[config.mk]
export PLATFORM = sky130hd
export DESIGN_NAME = smi_ram
export DESIGN_NICKNAME = d
export VERILOG_FILES = /design/src/hdl/smi_ram.sv
export SDC_FILE = /design/constraint.sdc
export NUM_CORES = 1
export LEC_CHECK = 0
export ABC_AREA = 0
export BUFFER_PORTS_ARGS = -buffer_cell sky130_fd_sc_hd__buf_4
export CAP_MARGIN = 20
export CORE_MARGIN = 8
export CORE_UTILIZATION = 56
export DETAILED_ROUTE_END_ITERATION = 10
export PLACE_DENSITY_LB_ADDON = 0.12
export SYNTH_ARGS = -nofsm -noshare
export SYNTH_HDL_FRONTEND = slang
export SYNTH_SLANG_ARGS = --single-unit
export TNS_END_PERCENT = 20
[constraint.sdc]
create_clock -name clk -period 2.1 [get_ports clk]
set_clock_uncertainty 0.05 [all_clocks]
set_input_delay 0.315 -clock clk [delete_from_list [all_inputs] [get_ports clk]]
set_output_delay 0.315 -clock clk [all_outputs]
set_load 0.005 [all_outputs]
[src/hdl/smi_ram.sv]
// Generic single-write, single-read RAM with registered read data.
module smi_ram #(
    parameter int WIDTH = 8,
    parameter int DEPTH = 16
) (
    input  logic                     clk,
    input  logic                     we,
    input  logic [$clog2(DEPTH)-1:0] waddr,
    input  logic [WIDTH-1:0]         wdata,
    input  logic [$clog2(DEPTH)-1:0] raddr,
    output logic [WIDTH-1:0]         rdata
);

    logic [WIDTH-1:0] mem [DEPTH];

    always_ff @(posedge clk)
    begin
        if (we)
        begin
            mem[waddr] <= wdata;
        end
        rdata <= mem[raddr];
    end

endmodule

==> summary.txt, run 1 <==
Clocking
  – CTS clock-pin slew for the worst setup and hold paths: 0.06 ns
  – Later-pin clock latency in the skew report: 0.51 ns
  – Depth of the CTS H-tree: 4
  – Number of resized instances in the post-cts repair step: 0
  – Setup repair bufs after CTS: 0
  – CTS tree: yes
  – # hold bufs at CTS: 0
  – Clock Tree Buf Depth: 2
  – Number of CTS-inserted buffers: 17
  – Number of sinks handled by clock tree synthesis: 136
  – Root Buffer: sky130_fd_sc_hd__clkbuf_8

Floorplanning
  – Die Area: 12,520 sq um
  – Core area: 9065 sq um
  – Die Span Y: 111.9 um
  – Starting utilization of the core area: 56.78%
  – Number of core rows: 35
  – Die span in x: 111.9 um
  – I/O pin total: 26

Timing
  – Max-slew headroom at the worst pin: 72.42%
  – Setup_tns: 0 ns
  – Hold Violations, Final: 0
  – Setup repair after global routing missed its margin: no
  – Final Max Tran Viols: 0
  – Worst Max-Slew Pin Slew: 0.4138 ns
  – Number of failing setup endpoints in the final timing report: 0
  – F_max: 0.7157 GHz
  – Final critical-path required period: 1.397 ns
  – Tcrit/Tclk final: 66.54%

Logic synthesis
  – Mean instance size in the synthesized netlist: 22.48 sq um
  – Main area contributors after synthesis: sky130_fd_sc_hd__edfxtp_1 75%, sky130_fd_sc_hd__mux4_2 7.9%, sky130_fd_sc_hd__mux4_1 7.1%
  – Post-Synthesis Net Count: 247
  – Distinct cell type count after synthesis: 19
  – Sequential fraction of the synthesis area: 77.78%
  – Area leader, netlist: sky130_fd_sc_hd__edfxtp_1
  – Count of mapped cells out of synthesis: 229
  – Netlist Area Pre-Place: 5147 sq um
  – Flip-flop and latch count after synthesis: 136
  – Synthesis warning total: 0
  – Area fraction of the dominant cell type after synthesis: 74.67%

Pwr
  – Largest voltage drop on the vdd net: 0.5637 mV
  – Power density over the cells: 1034 nW/um^2
  – Leakage power total: 2.121 nW

Layout
  – Count of fill cells added during filler insertion: 580
  – Syn-to-layout area delta: 19.79%
  – Layout net count: 301
  – Final design instance area without fill: 6166 sq um
  – Number of diodes added for antenna fixing: 0
  – Sequential cell area: 4004 sq um
  – Fraction of final layout cells sized beyond drive strength 1: 32.09%
  – Combined area of the multi-input logic cells: 1057 sq um

Run
  – Reported max-cap violation count: 0

GRT
  – Global-route wire length before repair: 15.16 mm
  – Global-route total usage across every layer: 16.76%
  – Largest net degree at the start of global routing: 33
  – Via count of the first global-routing pass: 2,635
  – Number of antenna violations at the first check in global routing: 0
  – Leftover overflow at the end of global routing: 0

Worst hold path
  – WHS Path Cells: 1
  – Min-Delay Path Class: input pin to register

Placement
  – Total of buffers placed on input and output ports: 25
  – Placer congestion estimate: 0.6941
  – Detail Placement HPWL: 6.200 mm
  – Area after detailed placement: 5550 sq um

Critical path
  – Crit end category: output port
  – Reg2Reg Depth: 3
  – Top cell family by delay on the critical path: flip-flops
  – Worst setup SP type: register
  – Arr. time, crit path: 1.03 ns
  – Path length in cells of the critical path: 1
  – Largest fanout on the critical path: 1
  – Cell at the slowest stage of the critical path: sky130_fd_sc_hd__dfxtp_1
  – Critical path buffers and inverters: 1
  – Worst path required time: 1.74 ns
  – WS Path Type: register to output port
  – Cells traversed along the worst timing path: buf_4
  – Slowest cell delay on critical path: 0.39 ns

Drt
  – Count of TritonRoute iterations in the first routing pass: 4
  – Count of vias placed by the detailed router: 2,418
  – Wire length per cell after detailed routing: 23.66 um
  – Via-to-Cell Ratio: 5.941
  – DRC marker count from the first detailed-route iteration: 178
  – Number of remaining DRC errors: 0
  – Routed WL: 9.629 mm
  – Antenna-violating nets left: 0

Run status
  – Status: completed
-- final timing paths --
| kind | startpoint | to | slack (ns) |
|---|---|---|---|
| min | wdata[5] | mem[6][5] | 0.07 |
| max | rdata[6] | rdata[6] | 0.70 |
| min reg2reg | mem[15][7] | rdata[7] | 0.63 |
| max reg2reg | mem[3][6] | rdata[6] | 0.71 |
-- through the flow --
stage / util [%] / hold WS (ns) / worst slack (ns) / instances / power, mW
2_1_floorplan: - / 0.3639 / 0.2421 / 229 / 3.259
3_3_place_gp: 61.23 / 0.5670 / 0.2816 / 375 / 3.405
3_5_place_dp: 61.23 / 0.5802 / 0.2711 / 375 / 3.414
4_1_cts: 68.02 / 0.05382 / 0.6769 / 407 / 6.432
5_1_grt: 68.02 / 0.05922 / 0.6601 / 407 / 6.570
6_report: 68.02 / 0.06567 / 0.7027 / 407 / 6.373
-- cell families after synthesis --
| kind of cell | synth area share, % |
|---|---|
| flops | 77.78 |
| simple gates | 3.184 |
| mux | 15.02 |
| compound gates | 2.334 |
| buf+inv | 1.677 |
-- report_power, final --
part,switching [mW],internal (mW)
Combinational,0.152,0.139
Clock,1.09,1.94
Sequential,0.0236,3.03
Total,1.26,5.11
-- flip-flops by register name, summed over array words and instances, names as in the netlist --
name   count
mem      128
rdata      8
-- metal layers --
layer  share of wire, %  wire length, um  vias to the layer above  global-route usage (%)
li1                   -                -                     1082                       -
met1                 43             4100                     1254                   21.51
met2                 51             4926                       71                   26.62
met3                4.8              466                       11                   4.816
met4                1.4              136                        0                   6.290
met5                  0                0                        -                       0
-- Yosys cell counts --
library cell	count
sky130_fd_sc_hd__nor2_1	13
sky130_fd_sc_hd__nand3_1	1
sky130_fd_sc_hd__nand2_1	9
sky130_fd_sc_hd__mux4_2	18
sky130_fd_sc_hd__mux4_1	14
sky130_fd_sc_hd__dfxtp_1	8
sky130_fd_sc_hd__nand2b_1	2
sky130_fd_sc_hd__or3b_2	1
sky130_fd_sc_hd__edfxtp_1	128
sky130_fd_sc_hd__and2b_1	1
sky130_fd_sc_hd__clkdlybuf4s25_2	3
sky130_fd_sc_hd__nand3b_1	2
sky130_fd_sc_hd__nor3_1	4
sky130_fd_sc_hd__buf_4	1
sky130_fd_sc_hd__buf_2	3
sky130_fd_sc_hd__a22oi_1	16
sky130_fd_sc_hd__nor2b_1	1
sky130_fd_sc_hd__buf_6	3
sky130_fd_sc_hd__and2_1	1
-- layout by cell type (no fill, tap or decap) --
master and instances:
sky130_fd_sc_hd__clkinv_2 2, sky130_fd_sc_hd__buf_12 1, sky130_fd_sc_hd__buf_4 44, sky130_fd_sc_hd__bufinv_16 4, sky130_fd_sc_hd__nand3b_1 2, sky130_fd_sc_hd__clkbuf_8 1, sky130_fd_sc_hd__and2_1 1, sky130_fd_sc_hd__nor3_1 4
sky130_fd_sc_hd__mux4_1 14, sky130_fd_sc_hd__and2b_1 1, sky130_fd_sc_hd__edfxtp_1 128, sky130_fd_sc_hd__nand2b_1 2, sky130_fd_sc_hd__or3b_2 1, sky130_fd_sc_hd__clkbuf_1 1, sky130_fd_sc_hd__nor2b_1 1, sky130_fd_sc_hd__inv_6 2
sky130_fd_sc_hd__dfxtp_1 8, sky130_fd_sc_hd__mux4_2 18, sky130_fd_sc_hd__nor2_1 13, sky130_fd_sc_hd__nand2_1 9, sky130_fd_sc_hd__clkbuf_16 16, sky130_fd_sc_hd__clkinvlp_4 2, sky130_fd_sc_hd__a22oi_1 16, sky130_fd_sc_hd__nand3_1 1
sky130_fd_sc_hd__clkinv_4 4
-- layout make-up --
cell class / instances / area share, %
Sequential cell: 136 / 64.94
Timing Repair Buffer: 45 / 5.682
Tap cell: 111 / 2.252
Clock inverter: 14 / 3.206
Multi-Input combinational cell: 83 / 17.15
Clock buffer: 18 / 6.778
Power figures use the tool's default switching activity.
==> run 2, diff against run 1 <==
--- a/config.mk
+++ b/config.mk
@@ -9,7 +9,7 @@
 export BUFFER_PORTS_ARGS = -buffer_cell sky130_fd_sc_hd__buf_4
 export CAP_MARGIN = 20
 export CORE_MARGIN = 8
-export CORE_UTILIZATION = 56
+export CORE_UTILIZATION = 54
 export DETAILED_ROUTE_END_ITERATION = 10
 export PLACE_DENSITY_LB_ADDON = 0.12
 export SYNTH_ARGS = -nofsm -noshare
==> constraint.sdc (replaced) <==
create_clock -name clk -period 1.12 [get_ports clk]
set_clock_uncertainty 0.05 [all_clocks]
set_input_delay 0.168 -clock clk [delete_from_list [all_inputs] [get_ports clk]]
set_output_delay 0.168 -clock clk [all_outputs]
set_load 0.005 [all_outputs]
==> run 2 against run 1 <==
- hold slack improved by 0.052 ns
- cell count rose by 10%
- cell area rose by 5.2%
- routed wire length rose by 1.0%
- largest cell class unchanged
- the run now ends with negative setup slack left
- clock power rose by 74%
- via count rose by 2.6%
- global-route usage fell by 0.21 points
- register-to-register slack got worse by 0.89 ns
- die area rose by 3.2%
- non-clock buffer count rose by 23
==> summary.txt, run 2 (synthesis results as in run 1) <==
Run status
  – Status: finished with violations
  – Failing checks: negative setup slack

Floorplanning
  – Die Span Y: 113.6 um (+1.6%)
  – I/O pin total: 26 (unchanged)
  – Starting utilization of the core area: 55.71% (-1.1 points)
  – Die Area: 12,910 sq um (+3.2%)
  – Number of core rows: 35 (unchanged)
  – Core area: 9240 sq um (+1.9%)
  – Die span in x: 113.6 um (+1.6%)

Pwr
  – Leakage power total: 2.188 nW (+3.1%)
  – Power density over the cells: 1802 nW/um^2 (+74%)
  – Final Total Pwr: 11.69 mW (+83%)
  – Largest voltage drop on the vdd net: 1.056 mV (+87%)

Timing
  – Worst Max-Slew Pin Slew: 0.9567 ns (+0.5430 ns)
  – F_max: 0.7719 GHz
  – Min setup slack post-route: -0.1754 ns (-0.8781 ns)
  – Hold Violations, Final: 0 (unchanged)
  – Setup repair after global routing missed its margin: yes
  – Final critical-path required period: 1.295 ns
  – Tcrit/Tclk final: 115.7%
  – Max-slew headroom at the worst pin: 36.09% (-36 points)
  – Number of failing setup endpoints in the final timing report: 16 (+16)
  – Final Max Tran Viols: 0 (unchanged)
  – Final-layout worst hold slack: 0.1174 ns (+0.05177 ns)

Placement
  – Detail Placement HPWL: 6.289 mm (+1.4%)
  – Total of buffers placed on input and output ports: 25 (unchanged)
  – Placer congestion estimate: 0.7136 (+2.8%)
  – Placed cell count: 408 (+8.8%)
  – Worst setup timing slack at the placement stage: -0.4425 ns (-0.7136 ns)

Layout
  – Fraction of final layout cells sized beyond drive strength 1: 45.14% (+13 points)
  – Top Registers: mem: 128 flops, rdata: 8 flops
  – Count of fill cells added during filler insertion: 555 (-4.3%)
  – Number of diodes added for antenna fixing: 0 (unchanged)
  – Most common cell after layout, fill and taps aside: sky130_fd_sc_hd__edfxtp_1
  – Syn-to-layout area delta: 25.98%
  – Top register by number of flip-flops: mem
  – Flip-flop count of the largest register after layout: 128 (unchanged)
  – Final cell utilization of the core: 70.18% (+2.2 points)
  – Leading cell types in the layout, fill and taps excluded: 128 x sky130_fd_sc_hd__edfxtp_1, 47 x sky130_fd_sc_hd__buf_4, 32 x sky130_fd_sc_hd__mux4_2
  – Non-filler instance count after layout: 448 (+10%)
  – Layout net count: 324 (+7.6%)

Critical path
  – Cell at the slowest stage of the critical path: sky130_fd_sc_hd__mux4_2
  – Worst setup SP type: register
  – Cells traversed along the worst timing path: mux4_2 -> a22oi_2 -> nand2_1
  – Worst path required time: 1.47 ns (-0.27 ns)
  – Endpoint of the worst-slack reg-to-reg timing path: rdata[6]
  – Arr. time, crit path: 1.65 ns (+0.62 ns)
  – Worst setup endpoint: rdata[6]
  – Reg2Reg Depth: 3 (unchanged)
  – WS Path Type: register to register
  – Worst setup slack for register-to-register paths: -0.18 ns (-0.89 ns)
  – Critical Path Source: mem[3][6]
  – Crit Reg-Reg Startpoint: mem[3][6]
  – Crit end category: register
  – Largest fanout on the critical path: 1 (unchanged)
  – Slowest cell delay on critical path: 0.49 ns (+0.10 ns)

GRT
  – Global-route wire length before repair: 15.19 mm (+0.18%)
  – Global-route total usage across every layer: 16.55% (-0.21 points)
  – Leftover overflow at the end of global routing: 0 (unchanged)
  – Via count of the first global-routing pass: 2,633 (-0.076%)
  – Number of antenna violations at the first check in global routing: 0 (unchanged)
  – Largest net degree at the start of global routing: 17 (-48%)

Drt
  – Count of vias placed by the detailed router: 2,481 (+2.6%)
  – Via-to-Cell Ratio: 5.538 (-6.8%)
  – Count of TritonRoute iterations in the first routing pass: 5 (+1)
  – Wire length per cell after detailed routing: 21.72 um (-8.2%)
  – Antenna-violating nets left: 0 (unchanged)
  – DRC marker count from the first detailed-route iteration: 143 (-20%)
  – Number of remaining DRC errors: 0 (unchanged)
  – Routed WL: 9.729 mm (+1.0%)

Clocking
  – Depth of the CTS H-tree: 4 (unchanged)
  – CTS clock-pin slew for the worst setup and hold paths: 0.06 ns (about the same)
  – Clock Tree Buf Depth: 2 (unchanged)
  – Number of sinks handled by clock tree synthesis: 136 (unchanged)
  – Later-pin clock latency in the skew report: 0.52 ns (about the same)
  – Number of CTS-inserted buffers: 17 (unchanged)
  – Root Buffer: sky130_fd_sc_hd__clkbuf_8
  – CTS tree: yes

Worst hold path
  – Min-Delay Path Class: input pin to register
  – WHS Path Cells: 4 (+3)

Run
  – Reported max-cap violation count: 0 (unchanged)
-- run 2: report_power, final --
part	total, mW	internal (mW)	switching [mW]
clock network	5.26	3.18	2.09
logic	0.693	0.366	0.326
registers	5.73	5.69	0.0391
-- run 2: cell type report --
cell class / count / area [sq um] / share of cell area [%]
Tap cell: 129 / 161.4 / 2.489
Sequential cell: 136 / 4008 / 61.80
Clock inverter: 14 / 148.9 / 2.296
Multi-Input combinational cell: 83 / 1091 / 16.82
Clock buffer: 18 / 417.9 / 6.444
Timing Repair Buffer: 68 / 658.1 / 10.15
-- run 2: worst min-delay path by stage --
stage,from,end
2_1_floorplan,wdata[0],mem[0][0]
3_3_place_gp,wdata[1],mem[6][1]
3_5_place_dp,wdata[1],mem[6][1]
4_1_cts,raddr[2],rdata[7]
5_1_grt,raddr[2],rdata[7]
6_report,raddr[2],rdata[7]
-- run 2: metrics by stage --
stage | instance area [sq um] | setup TNS, ns
finish | 6485 | -1.564
global route | 6485 | -2.146
CTS | 6466 | -1.847
detailed placement | 5788 | -29.14
global placement | 5788 | -27.24
floorplan | 5161 | -11.41
-- run 2: critical path, delay by kind of cell, from the launching register on --
family	cells	cell delay (ns)
flops	1	0.39
compound gates	1	0.20
simple gates	1	0.06
mux	1	0.49
-- run 2: metal layers --
layer  global-route usage, %  wire [um]  part of all wire [%]  vias to the layer above
met3                   4.860        433                   4.5                       16
met5                       0          0                     0                        -
met2                   25.29       4702                    48                       65
met1                   21.69       4456                    46                     1282
met4                   7.105        136                   1.4                        0
li1                        -          -                     -                     1118
-- run 2: timing repair --
action | 4_1_cts | 5_1_grt
gates resized for setup | 17 | 5
hold buffers | 8 | 0
pin swaps | 5 | 4
buffers inserted | 0 | 0
endpoints found under the hold margin | 128 | 0
endpoints found under the setup margin | 16 | 16
