File: config.mk
export PLATFORM = sky130hd
export DESIGN_NAME = smi_div
export DESIGN_NICKNAME = d
export VERILOG_FILES = /design/src/hdl/smi_pkg.sv /design/src/hdl/smi_div.sv
export SDC_FILE = /design/constraint.sdc
export NUM_CORES = 1
export LEC_CHECK = 0
export ABC_AREA = 0
export ABC_CLOCK_PERIOD_IN_PS = 3250
export BUFFER_PORTS_ARGS = -buffer_cell sky130_fd_sc_hd__buf_2
export CAP_MARGIN = 10
export CORE_UTILIZATION = 50
export CTS_BUF_LIST = sky130_fd_sc_hd__clkbuf_4 sky130_fd_sc_hd__clkbuf_8
export DETAILED_ROUTE_END_ITERATION = 10
export PLACE_DENSITY = 0.71
export SLEW_MARGIN = 20
export SYNTH_ARGS = -nofsm -noshare
export SYNTH_HDL_FRONTEND = slang
export SYNTH_SLANG_ARGS = --single-unit
File: constraint.sdc
create_clock -name clk -period 3.25 [get_ports clk]
set_clock_uncertainty 0.1 [all_clocks]
set_input_delay 0.65 -clock clk [delete_from_list [all_inputs] [get_ports clk]]
set_output_delay 0.65 -clock clk [all_outputs]
set_load 0.02 [all_outputs]
File: src/hdl/smi_pkg.sv
// Shared constants, types and state encoding for the momentum index unit.
package smi_pkg;

    localparam int WINDOW_MAX = 64;
    localparam int ADDR_W     = $clog2(WINDOW_MAX);
    localparam int LEN_W      = ADDR_W + 1;
    localparam int PRICE_BITS = 24;
    localparam int FRAC_BITS  = 16;
    localparam int AVG_W      = 48;
    localparam int CFG_W      = 17;
    localparam int IDX_W      = 2;
    localparam int ALPHA_ONE  = 65536;

    typedef enum logic [IDX_W-1:0] {
        REG_WINDOW_LENGTH = 2'd0,
        REG_FAST_ALPHA    = 2'd1,
        REG_SLOW_ALPHA    = 2'd2
    } smi_reg_idx_t;

    typedef enum logic [2:0] {
        ST_IDLE,
        ST_SCAN,
        ST_CALC,
        ST_MUL,
        ST_ADD,
        ST_DSTART,
        ST_DIV,
        ST_OUT
    } smi_state_t;

endpackage

File: src/hdl/smi_div.sv
// Serial divider: 200*num/den in Q8.8, rounded half away from zero, saturated.
module smi_div
    import smi_pkg::*;
(
    input  logic                    clk,
    input  logic                    rst_n,
    input  logic                    start,
    input  logic signed [AVG_W-1:0] num,
    input  logic signed [AVG_W-1:0] den,
    output logic                    done,
    output logic signed [15:0]      result
);

    logic [AVG_W-1:0]   a_abs;
    logic [AVG_W-1:0]   b_abs;
    logic [AVG_W+4:0]   scaled;
    logic               neg;
    logic [AVG_W-1:0]   b_reg;
    logic [AVG_W:0]     r_reg;
    logic [15:0]        ns_reg;
    logic [15:0]        f_reg;
    logic [4:0]         cnt_reg;
    logic               busy_reg;
    logic               neg_reg;
    logic               done_reg;
    logic signed [15:0] result_reg;
    logic [AVG_W:0]     r_shift;
    logic [16:0]        mag;

    assign a_abs   = num[AVG_W-1] ? AVG_W'(-num) : AVG_W'(num);
    assign b_abs   = den[AVG_W-1] ? AVG_W'(-den) : AVG_W'(den);
    assign neg     = num[AVG_W-1] != den[AVG_W-1];
    // 25*a as 16a + 8a + a
    assign scaled  = ({5'd0, a_abs} << 4) + ({5'd0, a_abs} << 3) + {5'd0, a_abs};
    assign r_shift = {r_reg[AVG_W-1:0], ns_reg[15]};
    assign mag     = (17'(f_reg) + 17'd1) >> 1;

    always_ff @(posedge clk or negedge rst_n)
    begin
        if (!rst_n)
        begin
            busy_reg <= 1'b0;
            done_reg <= 1'b0;
            cnt_reg  <= 5'd0;
        end
        else
        begin
            done_reg <= 1'b0;
            if (start)
            begin
                if (num == '0 || den == '0)
                begin
                    result_reg <= 16'sd0;
                    done_reg   <= 1'b1;
                end
                else if (scaled >= {1'b0, b_abs, 4'd0})
                begin
                    // quotient of 25a/b at least 16: out of Q8.8 range
                    result_reg <= neg ? -16'sd32768 : 16'sd32767;
                    done_reg   <= 1'b1;
                end
                else
                begin
                    b_reg    <= b_abs;
                    r_reg    <= scaled[AVG_W+4:4];
                    ns_reg   <= {scaled[3:0], 12'd0};
                    f_reg    <= 16'd0;
                    neg_reg  <= neg;
                    cnt_reg  <= 5'd16;
                    busy_reg <= 1'b1;
                end
            end
            else if (busy_reg)
            begin
                if (cnt_reg == 5'd0)
                begin
                    busy_reg   <= 1'b0;
                    done_reg   <= 1'b1;
                    if (neg_reg)
                    begin
                        result_reg <= 16'(-$signed({1'b0, mag}));
                    end
                    else
                    begin
                        result_reg <= (mag > 17'd32767) ? 16'sd32767 : 16'(mag);
                    end
                end
                else
                begin
                    cnt_reg <= cnt_reg - 5'd1;
                    ns_reg  <= {ns_reg[14:0], 1'b0};
                    if (r_shift >= {1'b0, b_reg})
                    begin
                        r_reg <= r_shift - {1'b0, b_reg};
                        f_reg <= {f_reg[14:0], 1'b1};
                    end
                    else
                    begin
                        r_reg <= r_shift;
                        f_reg <= {f_reg[14:0], 1'b0};
                    end
                end
            end
        end
    end

    assign done   = done_reg;
    assign result = result_reg;

endmodule

==> reports/results.ini, run 1 <==
[yosys]
synth_edf_count=133
synth_seq_cells=140
synth.distinct_cells=87
yosys_warnings=0
seq_area_frac_synth_pct=24.9
syn_inst=1991
synth.avg_cell_area_um2=8.41
synth-async-reset-ratio_pct=5.00
synth_flop_cell=edfxtp_1
synth_nets=2292
synth_area_mm2=0.0167

[timing]
setup_tns_ps=-627510
hold_slack_ps=415
setup_viol=202
hold_viol=0
relSlewSlack_pct=56.7
grt_setup_unrepaired=true
tightest_slew_ps=642
slew_violations=0
period_needed_ps=7250
fmax_mhz=138
min_period_over_period_pct=223
timing.final.ws_setup_ps=-4000

[placement]
hpwl_mm=42.4
io_buffers=115
gp_congestion=0.965

[grt]
use_met2_pct=52.0
antenna_found_initial=1
grt-ovfl-total=0
grt_max_degree=38
grt_use_total_pct=30.5
grt_pass1_wl_mm=83.3
grt_pass1_vias=17041
grt_use_met1_pct=39.9
grt_busiest_layer=met2
grt_util_met3_pct=3.26

[clocking]
cts.clk_slew.worst_paths_ps=90
clock-sinks=140
tritoncts=yes
cts.path.max_buffers=2
cts_root_buf=clkbuf_8
insertion_delay_ps=480
cts-htree-levels=4
numCtsBuffers=17

[route]
first_iter_violations=1365
viasPerCell=5.79
wl_mm=59.3
wl_per_cell_um=18.7
vias=18410
drc=0
first_pass_iters=8
antenna_left=0

[power_and_ir_drop]
ir_drop_mv=0.447
power_leakage_nw=11.6
seq_power_share_pct=13.7
p_int_mw=12.8
power_switching_mw=10.6
finalPower_mw=23.4
pwr-share-clk_pct=6.2
power.density_mw_per_mm2=918
p_sw_share_pct=45.2
comb_power_share_pct=80.1

[status]
violations=setup timing
outcome=finished, violations left

[job]
cap_violations=0

[worst_setup_path]
critPathKind=in -> reg
slowest_stage=or4_4
worstPathMaxFanout=6
slowest_delay_ps=480
worstSetupEndpointType=register
crit_arrival_ps=7350
worstSetupStartpointType=input port
critPathRequiredTime_ps=3350

[final_layout]
drive_above_1_share_pct=42.6
area_growth_pct=52.4
nNetsFinal=3023
mostFrequentLayoutCells=buf_4 (618), inv_1 (176), nand2_1 (163), ha_1 (134), edfxtp_1 (133)
layout_commonest_cell=buf_4

[floorplan]
die_area_mm2=0.0342
die_height_um=185
initial_core_util_pct=51.2
core_area_mm2=0.0327
ios=116
std_cell_rows=66
die_x_um=185

[min_path]
hp-class=in -> reg

## final cells by class
cell class / count / area, um2
Multi-Input combinational cell: 1592 / 13700
Clock inverter: 14 / 156
Sequential cell: 140 / 4170
Fill cell: 2109 / 7180
Tap cell: 442 / 553
Timing Repair Buffer: 785 / 6010
Inverter: 186 / 698
Antenna cell: 1 / 2.50
Clock buffer: 18 / 241
## power groups by stage
stage                     logic, mW  clock network, mW  registers (mW)
final                          18.8               1.46            3.20
after global routing           20.1               1.54            3.26
after CTS                      16.2               1.47            3.18
after detailed placement       15.8                  0            3.22
after global placement         15.4                  0            3.19
after floorplan                9.06                  0            3.16
## synth_stat cells (13+ instances only)
cell      number  area [um2]
xor2_1        86         753
a21o_1        61         458
o211ai_1      15         113
o21a_1        13        97.6
o21bai_1      31         233
o41ai_1       15         131
nand2b_1      24         150
fa_1          30         601
nor2_1       116         435
mux2_2        19         214
nor2b_1       28         175
ha_1         172        2150
nand3_1       51         255
nand2_1      179         672
and3_1        22         138
nor4_1        20         125
edfxtp_1     133        3990
clkbuf_1      61         229
nor3_1        32         160
inv_1        186         698
a21oi_1      134         671
o31ai_1       26         195
nand4_1       34         213
or4_1         14         105
xnor2_1      125        1090
o21ai_0      125         626
a31oi_1       41         257
## kinds of logic (layout without fill, tap and decap cells)
logic type	after synthesis	in the layout	share of synthesized area (%)
simple gates	588	588	17.8
compound gates	563	563	22.1
buf+inv	259	1003	5.90
xor+xnor	211	211	11.0
fa+ha+maj	202	202	16.4
flops	140	140	24.9
mux	28	28	1.82
other cells	0	1	0
## what timing repair did
item	CTS	global route
hold endpoints to repair	7	0
hold buffers	1	0
cloned	2	4
pin swaps	37	93
setup endpoints to repair	204	205
resized for setup	66	283
buffers inserted	12	51
## worst max-delay path: cells and delay by family
kind	cells	cell delay [ps]
AOI/OAI and AO/OA	14	3280
xor gates and xnor gates	3	490
buffers and inverters	5	690
adders and majority gates	3	840
and+or+nand+nor	6	1370
## per-stage QoR
stage          area (um2)  instances  setup slack [ps]  utilization [%]
2_1_floorplan       17300       1991             -4170                -
3_3_place_gp        22800       3086             -4240             69.7
3_5_place_dp        22800       3086             -4380             69.7
4_1_cts             23700       3133             -3660             72.5
5_1_grt             25500       3178             -4130             78.0
6_report            25500       3178             -4000             78.0
## worst paths after layout
check,from,to,slack [ps],depth (start not counted)
hold / removal,den[0],b_reg[0],410,2
setup / recovery,num[4],r_reg[33],-4000,31
hold reg to reg,busy_reg,busy_reg,430,1
setup reg to reg,b_reg[4],r_reg[39],-190,11
min in group asynchronous,rst_n,cnt_reg[3],470,2
max in group asynchronous,rst_n,cnt_reg[4],2350,2
## metal layers
metal	vias up	share of wire, %
li1	8681	-
met1	8754	41
met2	782	49
met3	193	5.5
met4	0	4.4
met5	-	0
Power figures use the tool's default switching activity.
==> inputs of run 2 (changes only) <==
--- a/config.mk
+++ b/config.mk
@@ -9,10 +9,10 @@
 export ABC_CLOCK_PERIOD_IN_PS = 3250
 export BUFFER_PORTS_ARGS = -buffer_cell sky130_fd_sc_hd__buf_2
 export CAP_MARGIN = 10
-export CORE_UTILIZATION = 50
+export CORE_UTILIZATION = 56
 export CTS_BUF_LIST = sky130_fd_sc_hd__clkbuf_4 sky130_fd_sc_hd__clkbuf_8
 export DETAILED_ROUTE_END_ITERATION = 10
-export PLACE_DENSITY = 0.71
+export PLACE_DENSITY = 0.78
 export SLEW_MARGIN = 20
 export SYNTH_ARGS = -nofsm -noshare
 export SYNTH_HDL_FRONTEND = slang
==> reports/results.ini, run 2 <==
[yosys]
synth.top_cell.area_share_pct=23.9
yosys.area_share.simple_pct=17.8
yosysMostFrequentCell=inv_1
synth-async-reset-ratio_pct=5.00
synth.distinct_cells=87
muxShareOfSynthArea_pct=1.82
synth_compound_area_share_pct=22.1
synth_area_mm2=0.0167
synth.area.top_cells=edfxtp_1 (24%), ha_1 (13%), xnor2_1 (6.5%)
synthAdderAreaFrac_pct=16.4
syn_inst=1991
synth_top_family_by_area=compound AO/OA/AOI/OAI gates
synth_flop_cell=edfxtp_1
seq_area_frac_synth_pct=24.9
synth_xor_area_share_pct=11.0
synth_nets=2292
synth_commonest_cells=inv_1 (186), nand2_1 (179), ha_1 (172), a21oi_1 (134), edfxtp_1 (133)
synth.avg_cell_area_um2=8.41
yosys_warnings=0
synth_seq_cells=140
synth_top_cell_by_area=edfxtp_1
synth_edf_count=133

[placement]
post-place-cells=3054
dpl_cell_area_mm2=0.0229
gp_congestion=1.01
hpwl_mm=44.4
io_buffers=115

[status]
haltStage=global routing
tool.error=[ERROR GRT-0232] Routing congestion too high. Check the congestion heatmap in the GUI.
outcome=stopped before the end

[clocking]
clock-sinks=140
numCtsBuffers=17
cts.path.max_buffers=2
cts-htree-levels=4
cts_root_buf=clkbuf_8

[floorplan]
die_x_um=175
initial_core_util_pct=57.6
die_height_um=175
std_cell_rows=62
ios=116

[grt]
antenna_found_initial=24
grt_max_degree=70
grt-ovfl-total=324
grt_use_total_pct=88.3

[timing]
grt-worst-endpoint=r_reg[18]$_DFFE_PP_/DE
endpoint_type=register input

[run 2: kinds of logic after synthesis]
logic type / Yosys count
AO/OA/AOI/OAI: 563
XOR/XNOR: 211
adder cells (fa/ha/maj): 202
buffers and inverters: 259
flip-flops: 140
multiplexers: 28
AND/OR/NAND/NOR: 588
[run 2: per-stage QoR]
step           utilization (%)  worst slack, ps  TNS, ps
2_1_floorplan                -            -4170  -638860
3_3_place_gp              78.8            -4240  -688620
3_5_place_dp              78.8            -4560  -743680
4_1_cts                   85.2            -3670  -577130
[run 2: what timing repair did]
item / in CTS
hold buffers: 1
pin swaps: 68
gates cloned: 6
endpoints found under the setup margin: 205
resized for setup: 208
setup buffers: 53
hold endpoints to repair: 7
[run 2: metal layers]
layer | GRT overflow | global-route usage [%]
met1 | 25 | 87.2
met2 | 161 | 98.4
met3 | 23 | 79.1
met4 | 113 | 90.4
met5 | 2 | 60.6
==> inputs of run 3 (changes only) <==
--- a/config.mk
+++ b/config.mk
@@ -6,13 +6,12 @@
 export NUM_CORES = 1
 export LEC_CHECK = 0
 export ABC_AREA = 0
-export ABC_CLOCK_PERIOD_IN_PS = 3250
+export ABC_CLOCK_PERIOD_IN_PS = 4230
 export BUFFER_PORTS_ARGS = -buffer_cell sky130_fd_sc_hd__buf_2
 export CAP_MARGIN = 10
-export CORE_UTILIZATION = 56
-export CTS_BUF_LIST = sky130_fd_sc_hd__clkbuf_4 sky130_fd_sc_hd__clkbuf_8
+export CORE_UTILIZATION = 40
 export DETAILED_ROUTE_END_ITERATION = 10
-export PLACE_DENSITY = 0.78
+export PLACE_DENSITY_LB_ADDON = 0.15
 export SLEW_MARGIN = 20
 export SYNTH_ARGS = -nofsm -noshare
 export SYNTH_HDL_FRONTEND = slang
==> constraint.sdc (replaced) <==
create_clock -name clk -period 4.23 [get_ports clk]
set_clock_uncertainty 0.1 [all_clocks]
set_input_delay 0.846 -clock clk [delete_from_list [all_inputs] [get_ports clk]]
set_output_delay 0.846 -clock clk [all_outputs]
set_load 0.02 [all_outputs]
==> reports/results.ini, run 3 (synthesis results as in run 1) <==
[status]
outcome=finished, violations left
violations=DRC, setup timing

[route]
wl_per_cell_um=17.1
antenna_left=0
vias=17052
wl_mm=53.7
first_pass_iters=10
viasPerCell=5.42
first_iter_violations=1238
drc=1

[floorplan]
initial_core_util_pct=40.8
die_x_um=207
core_area_mm2=0.0410
die_area_mm2=0.0427
ios=116
std_cell_rows=74
die_height_um=207

[power_and_ir_drop]
p_int_mw=9.61
ir_drop_mv=0.371
pwr-share-clk_pct=8.8
comb_power_share_pct=77.0
p_sw_share_pct=44.8
power_leakage_nw=11.2
seq_power_share_pct=14.2
power.density_mw_per_mm2=693
power_switching_mw=7.78

[timing]
setup_viol=180
hold_viol=0
period_needed_ps=7180
timing.final.ws_setup_ps=-2950
min_period_over_period_pct=170
grt_setup_unrepaired=true
tightest_slew_ps=692
slew_violations=0
relSlewSlack_pct=53.3
fmax_mhz=139
setup_tns_ps=-439580

[clocking]
cts.clk_slew.worst_paths_ps=60
numCtsBuffers=17
cts.path.max_buffers=2
cts_root_buf=clkbuf_16
insertion_delay_ps=440
tritoncts=yes
clock-sinks=140
cts-htree-levels=4

[worst_setup_path]
worstSetupStartpointType=input port
crit_family=simple AND/OR/NAND/NOR gates
slowest_delay_ps=520
critPathBufInv=5
critPathKind=in -> reg
critPathRequiredTime_ps=4280
worstSetupEndpointType=register
worstPathMaxFanout=12
slowest_stage=or4_4
crit_arrival_ps=7230

[placement]
dpl_cell_area_mm2=0.0219
io_buffers=115
gp_congestion=0.918
post-place-cells=3055
hpwl_mm=42.6

[grt]
grt_pass1_wl_mm=82.9
grt-ovfl-total=0
grt_max_degree=38
grt_pass1_vias=16424
antenna_found_initial=0
grt_use_total_pct=24.5

[final_layout]
nNetsFinal=2904
insertedDiodeCount=0
layout_commonest_cell=buf_4
nFillCells=3484
area_growth_pct=49.9
fin_area_mm2=0.0251
mostFrequentLayoutCells=buf_4 (477), inv_1 (175), nand2_1 (165), ha_1 (140), edfxtp_1 (133)
final_cells=3148
drive_above_1_share_pct=39.5

[min_path]
hp-class=in -> async

[job]
cap_violations=0

==> run 3: power by group through the flow <==
stage,logic (mW),registers (mW),clock network [mW]
2_1_floorplan,6.94,2.43,0
3_3_place_gp,11.0,2.48,0
3_5_place_dp,11.1,2.50,0
4_1_cts,11.8,2.47,1.54
5_1_grt,14.6,2.52,1.60
6_report,13.4,2.47,1.53
==> run 3: metrics by stage <==
stage	hold slack [ps]	power, mW	setup slack [ps]	utilization, %
3_3_place_gp	383	13.4	-3410	53.5
3_5_place_dp	392	13.6	-3470	53.5
5_1_grt	178	18.7	-3190	61.2
4_1_cts	159	15.8	-2910	57.0
2_1_floorplan	371	9.37	-3380	-
6_report	172	17.4	-2950	61.2
==> run 3: area by class of cell <==
cell class	count	area, um2	area share (%)
Multi-Input combinational cell	1592	13800	55.0
Timing Repair Buffer	666	5150	20.5
Sequential cell	140	4170	16.6
Inverter	186	701	2.79
Tap cell	532	666	2.65
Clock buffer	20	457	1.82
Clock inverter	12	146	0.583
==> run 3: path summary, 6_finish.rpt <==
check	from	end	slack (ps)	cells past startpoint
worst max-delay path	num[20]	r_reg[19]	-2950	32
worst min-delay path	rst_n	cnt_reg[2]	170	1
worst max register to register	r_reg[13]	r_reg[6]	260	11
worst min register to register	busy_reg	busy_reg	410	1
max in group asynchronous	rst_n	cnt_reg[0]	3640	1
min in group clk	busy_reg	busy_reg	410	1
==> run 3: timing repair <==
action	4_1_cts	5_1_grt
hold buffers	0	0
setup endpoints to repair	182	183
pin swaps	57	167
cloned	5	1
buffers inserted	25	52
gates resized for setup	120	268
==> run 3: metal layers <==
layer  up-vias  GRT usage (%)  share of wire [%]
met3        96           3.03                3.6
met4         0           7.48                2.7
met1      8111           33.4                 47
met2       404           40.2                 47
met5         -              0                  0
li1       8441              -                  -
